===== src/rtl/awdc_pkg.sv =====
// ----------------------------------------------------------------------------
// awdc_pkg: shared definitions for the window delta collision detector
// Widths, register map, reset values and the Q16 gain table for the
// windowed average.
// ----------------------------------------------------------------------------
package awdc_pkg;

    localparam int SAMPLE_BITS_DEF  = 16;
    localparam int WINDOW_DEPTH_DEF = 6;
    localparam int AXES             = 3;

    localparam int Q16_FRAC  = 16;
    localparam int Q16_HALF  = 32768;
    localparam int GAIN_W    = 17;
    localparam int GAIN_IDX_W = 5;

    localparam int APB_ADDR_W = 3;
    localparam int APB_DATA_W = 32;
    localparam logic REG_THRESHOLD = 1'b0;
    localparam int THRESHOLD_RESET = 16384;

    // Q16 form of (1/n + 1/max(1, n div 2)) / 2, rounded to nearest.
    function automatic logic [GAIN_W-1:0] smooth_gain(input logic [GAIN_IDX_W-1:0] n);
        logic [GAIN_W-1:0] g;
        unique case (n)
            5'd1:    g = 17'd65536;
            5'd2:    g = 17'd49152;
            5'd3:    g = 17'd43691;
            5'd4:    g = 17'd24576;
            5'd5:    g = 17'd22938;
            5'd6:    g = 17'd16384;
            5'd7:    g = 17'd15604;
            5'd8:    g = 17'd12288;
            5'd9:    g = 17'd11833;
            5'd10:   g = 17'd9830;
            5'd11:   g = 17'd9533;
            5'd12:   g = 17'd8192;
            5'd13:   g = 17'd7982;
            5'd14:   g = 17'd7022;
            5'd15:   g = 17'd6866;
            5'd16:   g = 17'd6144;
            default: g = 17'd0;
        endcase
        return g;
    endfunction

endpackage


===== src/rtl/awdc_if.sv =====
// ----------------------------------------------------------------------------
// awdc_if: sample and result channels of the window delta collision detector
// Valid/ready channels; a transfer happens when valid and ready are both high.
// ----------------------------------------------------------------------------
interface awdc_sample_if #(
    parameter int SAMPLE_BITS = 16
);
    logic                          valid;
    logic                          ready;
    logic signed [SAMPLE_BITS-1:0] accel_x;
    logic signed [SAMPLE_BITS-1:0] accel_y;
    logic signed [SAMPLE_BITS-1:0] accel_z;

    modport source (output valid, accel_x, accel_y, accel_z, input ready);
    modport sink   (input valid, accel_x, accel_y, accel_z, output ready);
endinterface

interface awdc_result_if #(
    parameter int ENERGY_W = 36
);
    logic                valid;
    logic                ready;
    logic                collision;
    logic [ENERGY_W-1:0] change_energy;

    modport source (output valid, collision, change_energy, input ready);
    modport sink   (input valid, collision, change_energy, output ready);
endinterface


===== src/rtl/accel_window_delta_collision.sv =====
// ----------------------------------------------------------------------------
// accel_window_delta_collision: windowed average change and collision flag
//
// One three-axis sample is taken per transfer on the sample channel. It
// enters a window of the last WINDOW_DEPTH samples with a running sum per
// axis; the smoothed vector is the sum scaled by a Q16 gain that depends on
// how many samples the window holds. Each sample gives one result on the
// result channel: the squared length of the change of the smoothed vector
// since the previous sample, and a collision flag when that value exceeds
// the square of the threshold register (APB, byte address 0).
// From its transfer a sample passes the load state and, per axis, the
// multiply, round and square states until its result is loaded; the next
// sample can be taken in the cycle after that, so no new sample is taken
// while one is in progress. One multiplier is shared for the threshold
// square, the per-axis gain products and change squares, one per cycle.
// A finished result waits in an output register; the block accepts the next
// sample while it waits, and holds the following result until the receiver
// takes the first. Reset empties the window, zeroes the sums and the previous
// smoothed vector, and sets the threshold to 16384.
// ----------------------------------------------------------------------------
module accel_window_delta_collision
    import awdc_pkg::*;
#(
    parameter int WINDOW_DEPTH = WINDOW_DEPTH_DEF,
    parameter int SAMPLE_BITS  = SAMPLE_BITS_DEF
) (
    input  logic                  clk,
    input  logic                  rst_n,
    input  logic                  psel,
    input  logic                  penable,
    input  logic                  pwrite,
    input  logic [APB_ADDR_W-1:0] paddr,
    input  logic [APB_DATA_W-1:0] pwdata,
    output logic [APB_DATA_W-1:0] prdata,
    output logic                  pready,
    awdc_sample_if.sink           sample,
    awdc_result_if.source         result
);

    localparam int SLOT_W = $clog2(WINDOW_DEPTH);
    localparam int CNT_W  = $clog2(WINDOW_DEPTH + 1);
    localparam int SUM_W  = SAMPLE_BITS + $clog2(WINDOW_DEPTH);
    localparam int SM_W   = SAMPLE_BITS + 2;
    localparam int D_W    = SAMPLE_BITS + 3;
    localparam int THR_W  = SAMPLE_BITS + 1;
    localparam int EN_W   = 2 * SAMPLE_BITS + 4;
    localparam int M1_W   = (SUM_W > D_W) ? SUM_W : D_W;
    localparam int M2_W   = (M1_W > THR_W + 1) ? M1_W : THR_W + 1;
    localparam int MUL_W  = (M2_W > GAIN_W + 1) ? M2_W : GAIN_W + 1;
    localparam int PROD_W = 2 * MUL_W;
    localparam int ENT_W  = AXES * SAMPLE_BITS;

    localparam logic [2:0] ST_IDLE = 3'd0;
    localparam logic [2:0] ST_LOAD = 3'd1;
    localparam logic [2:0] ST_MUL  = 3'd2;
    localparam logic [2:0] ST_RND  = 3'd3;
    localparam logic [2:0] ST_SQR  = 3'd4;
    localparam logic [2:0] ST_DONE = 3'd5;

    logic [2:0]               state_reg, state_next;
    logic [1:0]               axis_reg, axis_next;
    logic [SLOT_W-1:0]        slot_reg, slot_next;
    logic [CNT_W-1:0]         fill_reg, fill_next;
    logic [THR_W-1:0]         thr_reg;
    logic signed [SUM_W-1:0]  sum_reg [AXES];
    logic signed [SUM_W-1:0]  sum_next [AXES];
    logic signed [SM_W-1:0]   prev_reg [AXES];
    logic signed [SAMPLE_BITS-1:0] samp_reg [AXES];
    logic [ENT_W-1:0]         win_mem [WINDOW_DEPTH];
    logic [ENT_W-1:0]         rd_reg;
    logic [GAIN_W-1:0]        gain_reg;
    logic signed [PROD_W-1:0] prod_reg;
    logic signed [D_W-1:0]    d_reg;
    logic [EN_W-1:0]          energy_reg, energy_next;
    logic [EN_W-1:0]          limit_reg;
    logic                     out_valid_reg;
    logic                     collision_reg;
    logic [EN_W-1:0]          out_energy_reg;

    logic                     accept;
    logic                     cfg_write;
    logic                     win_full;
    logic signed [MUL_W-1:0]  mul_a, mul_b;
    logic signed [PROD_W-1:0] mul_p;
    logic signed [PROD_W-1:0] rnd;
    logic signed [SM_W-1:0]   sm;
    logic signed [D_W-1:0]    d_val;
    logic [EN_W-1:0]          en_total;
    logic                     load_out;

    assign pready    = 1'b1;
    assign cfg_write = psel & penable & pwrite & (paddr[2] == REG_THRESHOLD);
    assign prdata    = (paddr[2] == REG_THRESHOLD) ? APB_DATA_W'(thr_reg) : '0;

    assign sample.ready = (state_reg == ST_IDLE);
    assign accept       = sample.valid & sample.ready;

    assign result.valid         = out_valid_reg;
    assign result.collision     = collision_reg;
    assign result.change_energy = out_energy_reg;

    assign win_full = (fill_reg == CNT_W'(WINDOW_DEPTH));

    // Shared multiplier: threshold square, gain product, change square.
    always_comb
    begin
        unique case (state_reg)
            ST_LOAD:
            begin
                mul_a = MUL_W'($signed({1'b0, thr_reg}));
                mul_b = MUL_W'($signed({1'b0, thr_reg}));
            end
            ST_SQR:
            begin
                mul_a = MUL_W'(d_reg);
                mul_b = MUL_W'(d_reg);
            end
            default:
            begin
                mul_a = MUL_W'(sum_reg[axis_reg]);
                mul_b = MUL_W'($signed({1'b0, gain_reg}));
            end
        endcase
        mul_p = mul_a * mul_b;
    end

    assign rnd      = prod_reg + PROD_W'(Q16_HALF);
    assign sm       = rnd[Q16_FRAC +: SM_W];
    assign d_val    = D_W'(sm) - D_W'(prev_reg[axis_reg]);
    assign en_total = energy_reg + prod_reg[EN_W-1:0];
    assign load_out = (state_reg == ST_DONE) && (!out_valid_reg || result.ready);

    always_comb
    begin
        for (int a = 0; a < AXES; a++)
        begin
            sum_next[a] = sum_reg[a] + SUM_W'(samp_reg[a])
                        - (win_full ? SUM_W'($signed(rd_reg[a*SAMPLE_BITS +: SAMPLE_BITS]))
                                    : SUM_W'(0));
        end
    end

    always_comb
    begin
        state_next  = state_reg;
        axis_next   = axis_reg;
        slot_next   = slot_reg;
        fill_next   = fill_reg;
        energy_next = energy_reg;
        unique case (state_reg)
            ST_IDLE:
            begin
                if (accept)
                begin
                    state_next = ST_LOAD;
                end
            end
            ST_LOAD:
            begin
                slot_next   = (slot_reg == SLOT_W'(WINDOW_DEPTH - 1)) ? '0 : slot_reg + 1'b1;
                fill_next   = win_full ? fill_reg : fill_reg + 1'b1;
                energy_next = '0;
                axis_next   = '0;
                state_next  = ST_MUL;
            end
            ST_MUL:
            begin
                if (axis_reg != 2'd0)
                begin
                    energy_next = en_total;
                end
                state_next = ST_RND;
            end
            ST_RND:
            begin
                state_next = ST_SQR;
            end
            ST_SQR:
            begin
                if (axis_reg == 2'(AXES - 1))
                begin
                    state_next = ST_DONE;
                end
                else
                begin
                    axis_next  = axis_reg + 1'b1;
                    state_next = ST_MUL;
                end
            end
            ST_DONE:
            begin
                if (load_out)
                begin
                    state_next = ST_IDLE;
                end
            end
            default:
            begin
                state_next = ST_IDLE;
            end
        endcase
    end

    always_ff @(posedge clk or negedge rst_n)
    begin
        if (!rst_n)
        begin
            state_reg     <= ST_IDLE;
            axis_reg      <= '0;
            slot_reg      <= '0;
            fill_reg      <= '0;
            thr_reg       <= THR_W'(THRESHOLD_RESET);
            out_valid_reg <= 1'b0;
            for (int a = 0; a < AXES; a++)
            begin
                sum_reg[a]  <= '0;
                prev_reg[a] <= '0;
            end
        end
        else
        begin
            state_reg <= state_next;
            axis_reg  <= axis_next;
            slot_reg  <= slot_next;
            fill_reg  <= fill_next;
            if (cfg_write)
            begin
                thr_reg <= pwdata[THR_W-1:0];
            end
            if (load_out)
            begin
                out_valid_reg <= 1'b1;
            end
            else if (result.ready)
            begin
                out_valid_reg <= 1'b0;
            end
            if (state_reg == ST_LOAD)
            begin
                for (int a = 0; a < AXES; a++)
                begin
                    sum_reg[a] <= sum_next[a];
                end
            end
            if (state_reg == ST_RND)
            begin
                prev_reg[axis_reg] <= sm;
            end
        end
    end

    always_ff @(posedge clk)
    begin
        if (accept)
        begin
            samp_reg[0] <= sample.accel_x;
            samp_reg[1] <= sample.accel_y;
            samp_reg[2] <= sample.accel_z;
            rd_reg      <= win_mem[slot_reg];
        end
        if (state_reg == ST_LOAD)
        begin
            win_mem[slot_reg] <= {samp_reg[2], samp_reg[1], samp_reg[0]};
            gain_reg          <= smooth_gain(GAIN_IDX_W'(fill_next));
            limit_reg         <= mul_p[EN_W-1:0];
        end
        if (state_reg == ST_MUL || state_reg == ST_SQR)
        begin
            prod_reg <= mul_p;
        end
        if (state_reg == ST_RND)
        begin
            d_reg <= d_val;
        end
        energy_reg <= energy_next;
        if (load_out)
        begin
            collision_reg  <= (en_total > limit_reg);
            out_energy_reg <= en_total;
        end
    end

endmodule

===== src/flat_wrapper.sv =====
// flat-port wrapper written by rule: the top's interface ports become plain ports
module accel_window_delta_collision_flat import awdc_pkg::*;
#(
    parameter int WINDOW_DEPTH = WINDOW_DEPTH_DEF,
    parameter int SAMPLE_BITS  = SAMPLE_BITS_DEF
)
  (clk, rst_n, psel, penable, pwrite, paddr, pwdata, prdata, pready, sample_valid, sample_accel_x, sample_accel_y, sample_accel_z, sample_ready, result_valid, result_collision, result_change_energy, result_ready);
  awdc_sample_if #(.SAMPLE_BITS(SAMPLE_BITS)) sample_i ();
  awdc_result_if result_i ();
  input  logic clk;
  input  logic rst_n;
  input  logic psel;
  input  logic penable;
  input  logic pwrite;
  input  logic [APB_ADDR_W-1:0] paddr;
  input  logic [APB_DATA_W-1:0] pwdata;
  output logic [APB_DATA_W-1:0] prdata;
  output logic pready;
  input wire logic [$bits(sample_i.valid)-1:0] sample_valid;
  input wire logic [$bits(sample_i.accel_x)-1:0] sample_accel_x;
  input wire logic [$bits(sample_i.accel_y)-1:0] sample_accel_y;
  input wire logic [$bits(sample_i.accel_z)-1:0] sample_accel_z;
  output wire logic [$bits(sample_i.ready)-1:0] sample_ready;
  output wire logic [$bits(result_i.valid)-1:0] result_valid;
  output wire logic [$bits(result_i.collision)-1:0] result_collision;
  output wire logic [$bits(result_i.change_energy)-1:0] result_change_energy;
  input wire logic [$bits(result_i.ready)-1:0] result_ready;
  assign sample_i.valid = sample_valid;
  assign sample_i.accel_x = sample_accel_x;
  assign sample_i.accel_y = sample_accel_y;
  assign sample_i.accel_z = sample_accel_z;
  assign sample_ready = sample_i.ready;
  assign result_valid = result_i.valid;
  assign result_collision = result_i.collision;
  assign result_change_energy = result_i.change_energy;
  assign result_i.ready = result_ready;
  accel_window_delta_collision #(.WINDOW_DEPTH(WINDOW_DEPTH), .SAMPLE_BITS(SAMPLE_BITS)) u_core (.clk(clk), .rst_n(rst_n), .psel(psel), .penable(penable), .pwrite(pwrite), .paddr(paddr), .pwdata(pwdata), .prdata(prdata), .pready(pready), .sample(sample_i), .result(result_i));
endmodule

===== config.mk =====
export PLATFORM = sky130hd
export DESIGN_NAME = accel_window_delta_collision_flat
export DESIGN_NICKNAME = d
export VERILOG_FILES = /design/src/rtl/awdc_pkg.sv /design/src/rtl/awdc_if.sv /design/src/rtl/accel_window_delta_collision.sv /design/src/flat_wrapper.sv
export SDC_FILE = /design/constraint.sdc
export NUM_CORES = 2
export LEC_CHECK = 0
export BUFFER_PORTS_ARGS = -buffer_cell sky130_fd_sc_hd__buf_2
export CAP_MARGIN = 20
export CORE_ASPECT_RATIO = 1.75
export CORE_UTILIZATION = 45
export CTS_CLUSTER_DIAMETER = 150
export CTS_CLUSTER_SIZE = 20
export DETAILED_ROUTE_END_ITERATION = 10
export PLACE_DENSITY_LB_ADDON = 0.3
export SLEW_MARGIN = 20
export SYNTH_ARGS = -nofsm -noshare
export SYNTH_HDL_FRONTEND = slang
export SYNTH_SLANG_ARGS = --single-unit

===== constraint.sdc =====
create_clock -name clk -period 14.6 [get_ports clk]
set_input_delay 0.73 -clock clk [delete_from_list [all_inputs] [get_ports clk]]
set_output_delay 0.73 -clock clk [all_outputs]
set_load 0.02 [all_outputs]

# Word level (Yosys, flattened, before mapping)

Memory sizes are Yosys's and may differ from the RTL's. A register that Yosys moved wholly into a read port is not among the register bits.
Cells that the tools add are included.

Bits in registers: 321
Memory bits (writable): 336
Word-level logic and storage cells: 108
Memories: 2

Memories:

| name            | depth | width | read ports | clocked after Yosys merged registers in | write ports | RTL line                           | RTL |
|---|---|---|---|---|---|---|---|
| u_core.win_mem  | 6     | 48    | 1          | 1                                       | 1           | accel_window_delta_collision.sv:69 | `logic [ENT_W-1:0] win_mem [WINDOW_DEPTH];` |
| u_core.samp_reg | 3     | 16    | 3          | 0                                       | 3           | accel_window_delta_collision.sv:68 | `logic signed [SAMPLE_BITS-1:0] samp_reg [AXES];` |

$add $sub $neg: 12
$mul: 1
$lt $le $gt $ge: 3
Equal/unequal tests: 19
Mux-type cells: 33
Bitwise operators: 6
Reductions and logical operators: 13

Operator list:

| kind                   | number |
|---|---|
| $pmux 17 s7            | 1 |
| $mux 19                | 5 |
| $pmux 19 s2            | 2 |
| $pmux 36 s2            | 1 |
| $add 19x16->19         | 3 |
| $sub 19x19->19         | 3 |
| $bwmux 54              | 1 |
| $mux 18                | 3 |
| $bmux 19 s2            | 1 |
| $add 36x36->36         | 1 |
| $bmux 18 s2            | 1 |
| $demux 18 s2           | 1 |
| $gt 36x36->1           | 1 |
| $mul 19x19->36         | 1 |
| $mux 36                | 1 |
| $add 34x17->34 const B | 1 |
| $eq 3x3->1 const B     | 8 |
| $sub 18x18->19         | 1 |
| $mux 3                 | 6 |
| $pmux 3 s6             | 1 |
| $mux 17                | 1 |
| $eq 3x2->1 const B     | 4 |
| $reduce_bool 2->1      | 4 |
| $add 3x1->3 const B    | 2 |
| 18 further kinds       | 33 |

# Logic depth before layout (Yosys ltp)

Depth in word-level cells: 6
Depth in mapped cells: 32
Depth with buffers taken out: 31

# Least setup slack after synthesis

Ideal clock, no wire load.

Path kind: register -> register
Start: register u_core.state_reg[0]
End: register u_core.limit_reg[34] (data pin)
Library setup time: 0.263 ns
Arrival: 7.441 ns
Data required time: 14.337 ns
Slack: 6.897 ns
Stages on the path, launching flop included: 31
Period minus slack after synthesis: 7.703 ns
Path through: dfrtp_1 -> and2b_4 -> nand2b_4 -> inv_2 -> clkbuf_1 -> a22o_1 -> a21oi_1 -> clkbuf_1 -> nor2_1 -> fa_1 -> inv_1 -> fa_1 -> fa_1 -> inv_1 -> fa_1 -> fa_1 -> fa_1 -> inv_1 -> fa_1 -> inv_1 -> ha_1 -> o21a_1 -> o21a_1 -> o22ai_1 -> or3_1 -> o21ai_1 -> o31ai_4 -> o211a_1 -> o21bai_1 -> a21oi_1 -> xnor2_1

Cells in the longest elaborated chain, start to end: 3
Elaborated cells on any way between the ends: 5
Those cells by class: mul (1); eq/ne (2); mux (2)

RTL lines:

| item                                     | RTL line                            | RTL |
|---|---|---|
| start, declared                          | accel_window_delta_collision.sv:60  | `logic [2:0] state_reg, state_next;` |
| start signal, assigned                   | accel_window_delta_collision.sv:222 | `state_reg <= state_next;` |
| $eq 3x3->1 or $eq 3x1->1 (tied branches) | accel_window_delta_collision.sv:107 | `unique case (state_reg)` |
| $pmux 19 s2                              | accel_window_delta_collision.sv:107 |  |
| $mul 19x19->36 (*)                       | accel_window_delta_collision.sv:124 | `mul_p = mul_a * mul_b;` |
| via u_core.mul_p[34]                     | accel_window_delta_collision.sv:84  | `logic signed [PROD_W-1:0] mul_p;` |
| end signal, assigned                     | accel_window_delta_collision.sv:265 | `limit_reg <= mul_p[EN_W-1:0];` |
| end, declared                            | accel_window_delta_collision.sv:75  | `logic [EN_W-1:0] limit_reg;` |

Mark *: on every way through the listed nets, which the timed path passes. The rest lies on a longest branch.
A chain may end at the register's enable or synchronous reset.

# Worst setup path in the final report

Start: register u_core.state_reg[0]
End: register u_core.limit_reg[35] (data pin)

Same word-level chain as after synthesis.

==> impl_results.md <==
- Run status: complete, no violations
- Rel. slew slack: 27.93%
- N_diodes: 0
- Number of buffers and inverters on the critical path: 5
- Ys Warns: 0
- Final wirelength: 117800 um
- Number of buffers created by CTS: 40
- Via count: 30250
- Remaining DRCs: 0
- Fin. max-slew vios: 0
- Yosys top cell area share: 35.67%
- Core Rows: 156
- Inst Count DP: 5550
- Die area: 105900 um^2
- EDFF count, synth: 559
- Register area share after synthesis: 43.12%
- TNS Setup: 0 ns
- Hold Fails Final Rpt: 0
- Iteration count of the initial detailed-routing pass: 6
- Detailed Route Iter0 Violations: 1575
- Area contributors post-synth: edfxtp_1, fa_1, dfrtp_1, ha_1, inv_1
- FF-to-FF End: u_core.limit_reg[35]
- RSZ-0062 raised after global routing: no
- Type of the worst setup path: reg2reg
- Num ports: 162
- CP top delay family: adder cells
- Crit path max fanout: 55
- CP max stage delay: 0.83 ns
- FFs w/ async S/R, synth: 20.03%
- FF-to-FF setup slack: 4.66 ns
- Commonest non-fill, non-tap cell in the layout: inv_1
- Initial Util: 45.49%
- Average wire per standard cell: 20.94 um
- Antenna Nets Post-Route: 0
- Global route total overflow: 0
- Vias in the first global route: 31710
- Mean Syn Cell Area: 11.29 um^2
- Most used DFF post-synth: edfxtp_1
- Crit path arrival time: 10.31 ns
- Synth unique cells: 96
- Initial antenna violation count: 0
- Critical Path Start: u_core.state_reg[0]
- Clock skew: 0.02623 ns
- Max reg flops: 288
- CTS max path bufs: 3
- Layout cells sized above 1: 8.454%
- Worst-Skew Late Latency: 0.62 ns
- Req. time, crit path: 14.96 ns
- Hpwl dp: 89720 um
- Core Area: 103400 um^2
- Fin util: 48.76%
- Critical Path End Type: flop
- NumNets Final: 5011
- Routability cong.: 1.009
- Register bit count reported by yosys: 699
- Clk pin slew, worst setup/hold paths: 0.09 ns
- Final period util: 68.10%
- Grt met2 use: 40.73%
- First-pass GRT wire length: 181600 um
- Kind of start point of the critical path: flop
- Stages on worst setup path: 27
- Cts hold-fix bufs: 0
- Slew @ Worst Pin: 1.070 ns
- Root Driver: clkbuf_16
- Layer with the highest usage: met2
- CTS HTree Levels: 2
- Commonest cells after routing, fill and taps aside: inv_1, edfxtp_1, fa_1, nor2_1, nand2_1
- Met3 Usage GRT: 2.333%
- Slowest CP cell: a22oi_1
- Most frequent CP cell: fa_1
- RR Startpoint: u_core.state_reg[0]
- Post-synthesis cell area: 47060 um^2
- Synth Instances: 4168
- F_max: 100.6 MHz
- CTS tree: done
- P&R area growth vs syn: 7.190%
- Post-layout min period: 9.943 ns
- Synth area leader: edfxtp_1
- M1 GR Usage: 25.09%
- Vias/cell: 5.378
- Worst r2r path cells: 27
- Post-CTS sizing: 0
- Largest net degree at the start of global routing: 74
- Setup Viol. Count Final: 0
- Crit path capture: u_core.limit_reg[35]
- Die Ht: 429.8 um
- Fin cells: 5625
- CTS Sinks: 699
- Worst min-delay path class: in2async
- # Max-Cap Violations: 0
- Die extent in x: 246.5 um
- Buffers added on ports: 128
- Post-CTS Setup Bufs: 0
- Total global-route track usage: 22.85%
## layer usage
metal	wire length (um)	vias to the layer above	part of all wire, %
li1	-	14040	-
met1	42290	15090	36
met2	60750	808	52
met3	4701	314	4.0
met4	10050	0	8.5
met5	0	-	0
## cells by family (layout without fill, tap and decap cells)
group                    Yosys count  after routing  share of synthesized area [%]
buffers and inverters            819            919                          6.730
multiplexers                     158            158                          4.714
other                              2             16                        0.01596
XOR/XNOR                         145            145                          2.715
flip-flops                       699            699                          43.12
AND/OR/NAND/NOR                 1085           1085                          10.47
adder cells (fa/ha/maj)          671            671                          24.40
AO/OA/AOI/OAI                    589            589                          7.836
## stage by stage
| stage | setup slack (ns) | hold WS (ns) | instance area (um^2) |
|---|---|---|---|
| 3_5_place_dp | 4.742 | 0.4706 | 49220 |
| 4_1_cts | 4.708 | 0.1179 | 50410 |
| 6_report | 4.657 | 0.06968 | 50440 |
| 2_1_floorplan | 6.897 | 0.4344 | 47110 |
| 5_1_grt | 4.119 | 0.1159 | 50440 |
| 3_3_place_gp | 4.833 | 0.4602 | 49220 |
## layout make-up
| cell class | instances | area [um^2] |
|---|---|---|
| fill | 9442 | 53010 |
| clock inverter | 2 | 46.29 |
| inverter | 667 | 2511 |
| sequential | 699 | 20300 |
| timing repair buffer | 178 | 1042 |
| clock buffer | 72 | 1142 |
| multi-input combinational | 2664 | 23720 |
| tap | 1343 | 1680 |
## cells in the mapped netlist (34+ instances only)
master,instances
clkbuf_1,112
inv_1,663
mux2i_1,90
dfrtp_1,139
a21o_1,61
mux4_2,49
fa_1,411
and3_1,68
nand2_1,351
edfxtp_1,559
nand3_1,34
xor2_1,52
a21oi_1,189
nor2_1,386
ha_1,260
nor3_1,41
and2_1,54
o21ai_0,148
xnor2_1,92
nor2b_1,35
## worst min path at each step
stage,to,slack [ns],cells after the start
6_report,u_core.sum_reg[46],0.07,1
2_1_floorplan,u_core.axis_reg[0],0.43,0
3_3_place_gp,u_core.prev_reg[51],0.46,2
5_1_grt,u_core.sum_reg[46],0.12,1
3_5_place_dp,u_core.prev_reg[42],0.47,2
4_1_cts,u_core.sum_reg[46],0.12,1
Power is left out: the tool's default activity adds up to more than one toggle a clock period on the data nets, which glitch-free logic cannot reach.
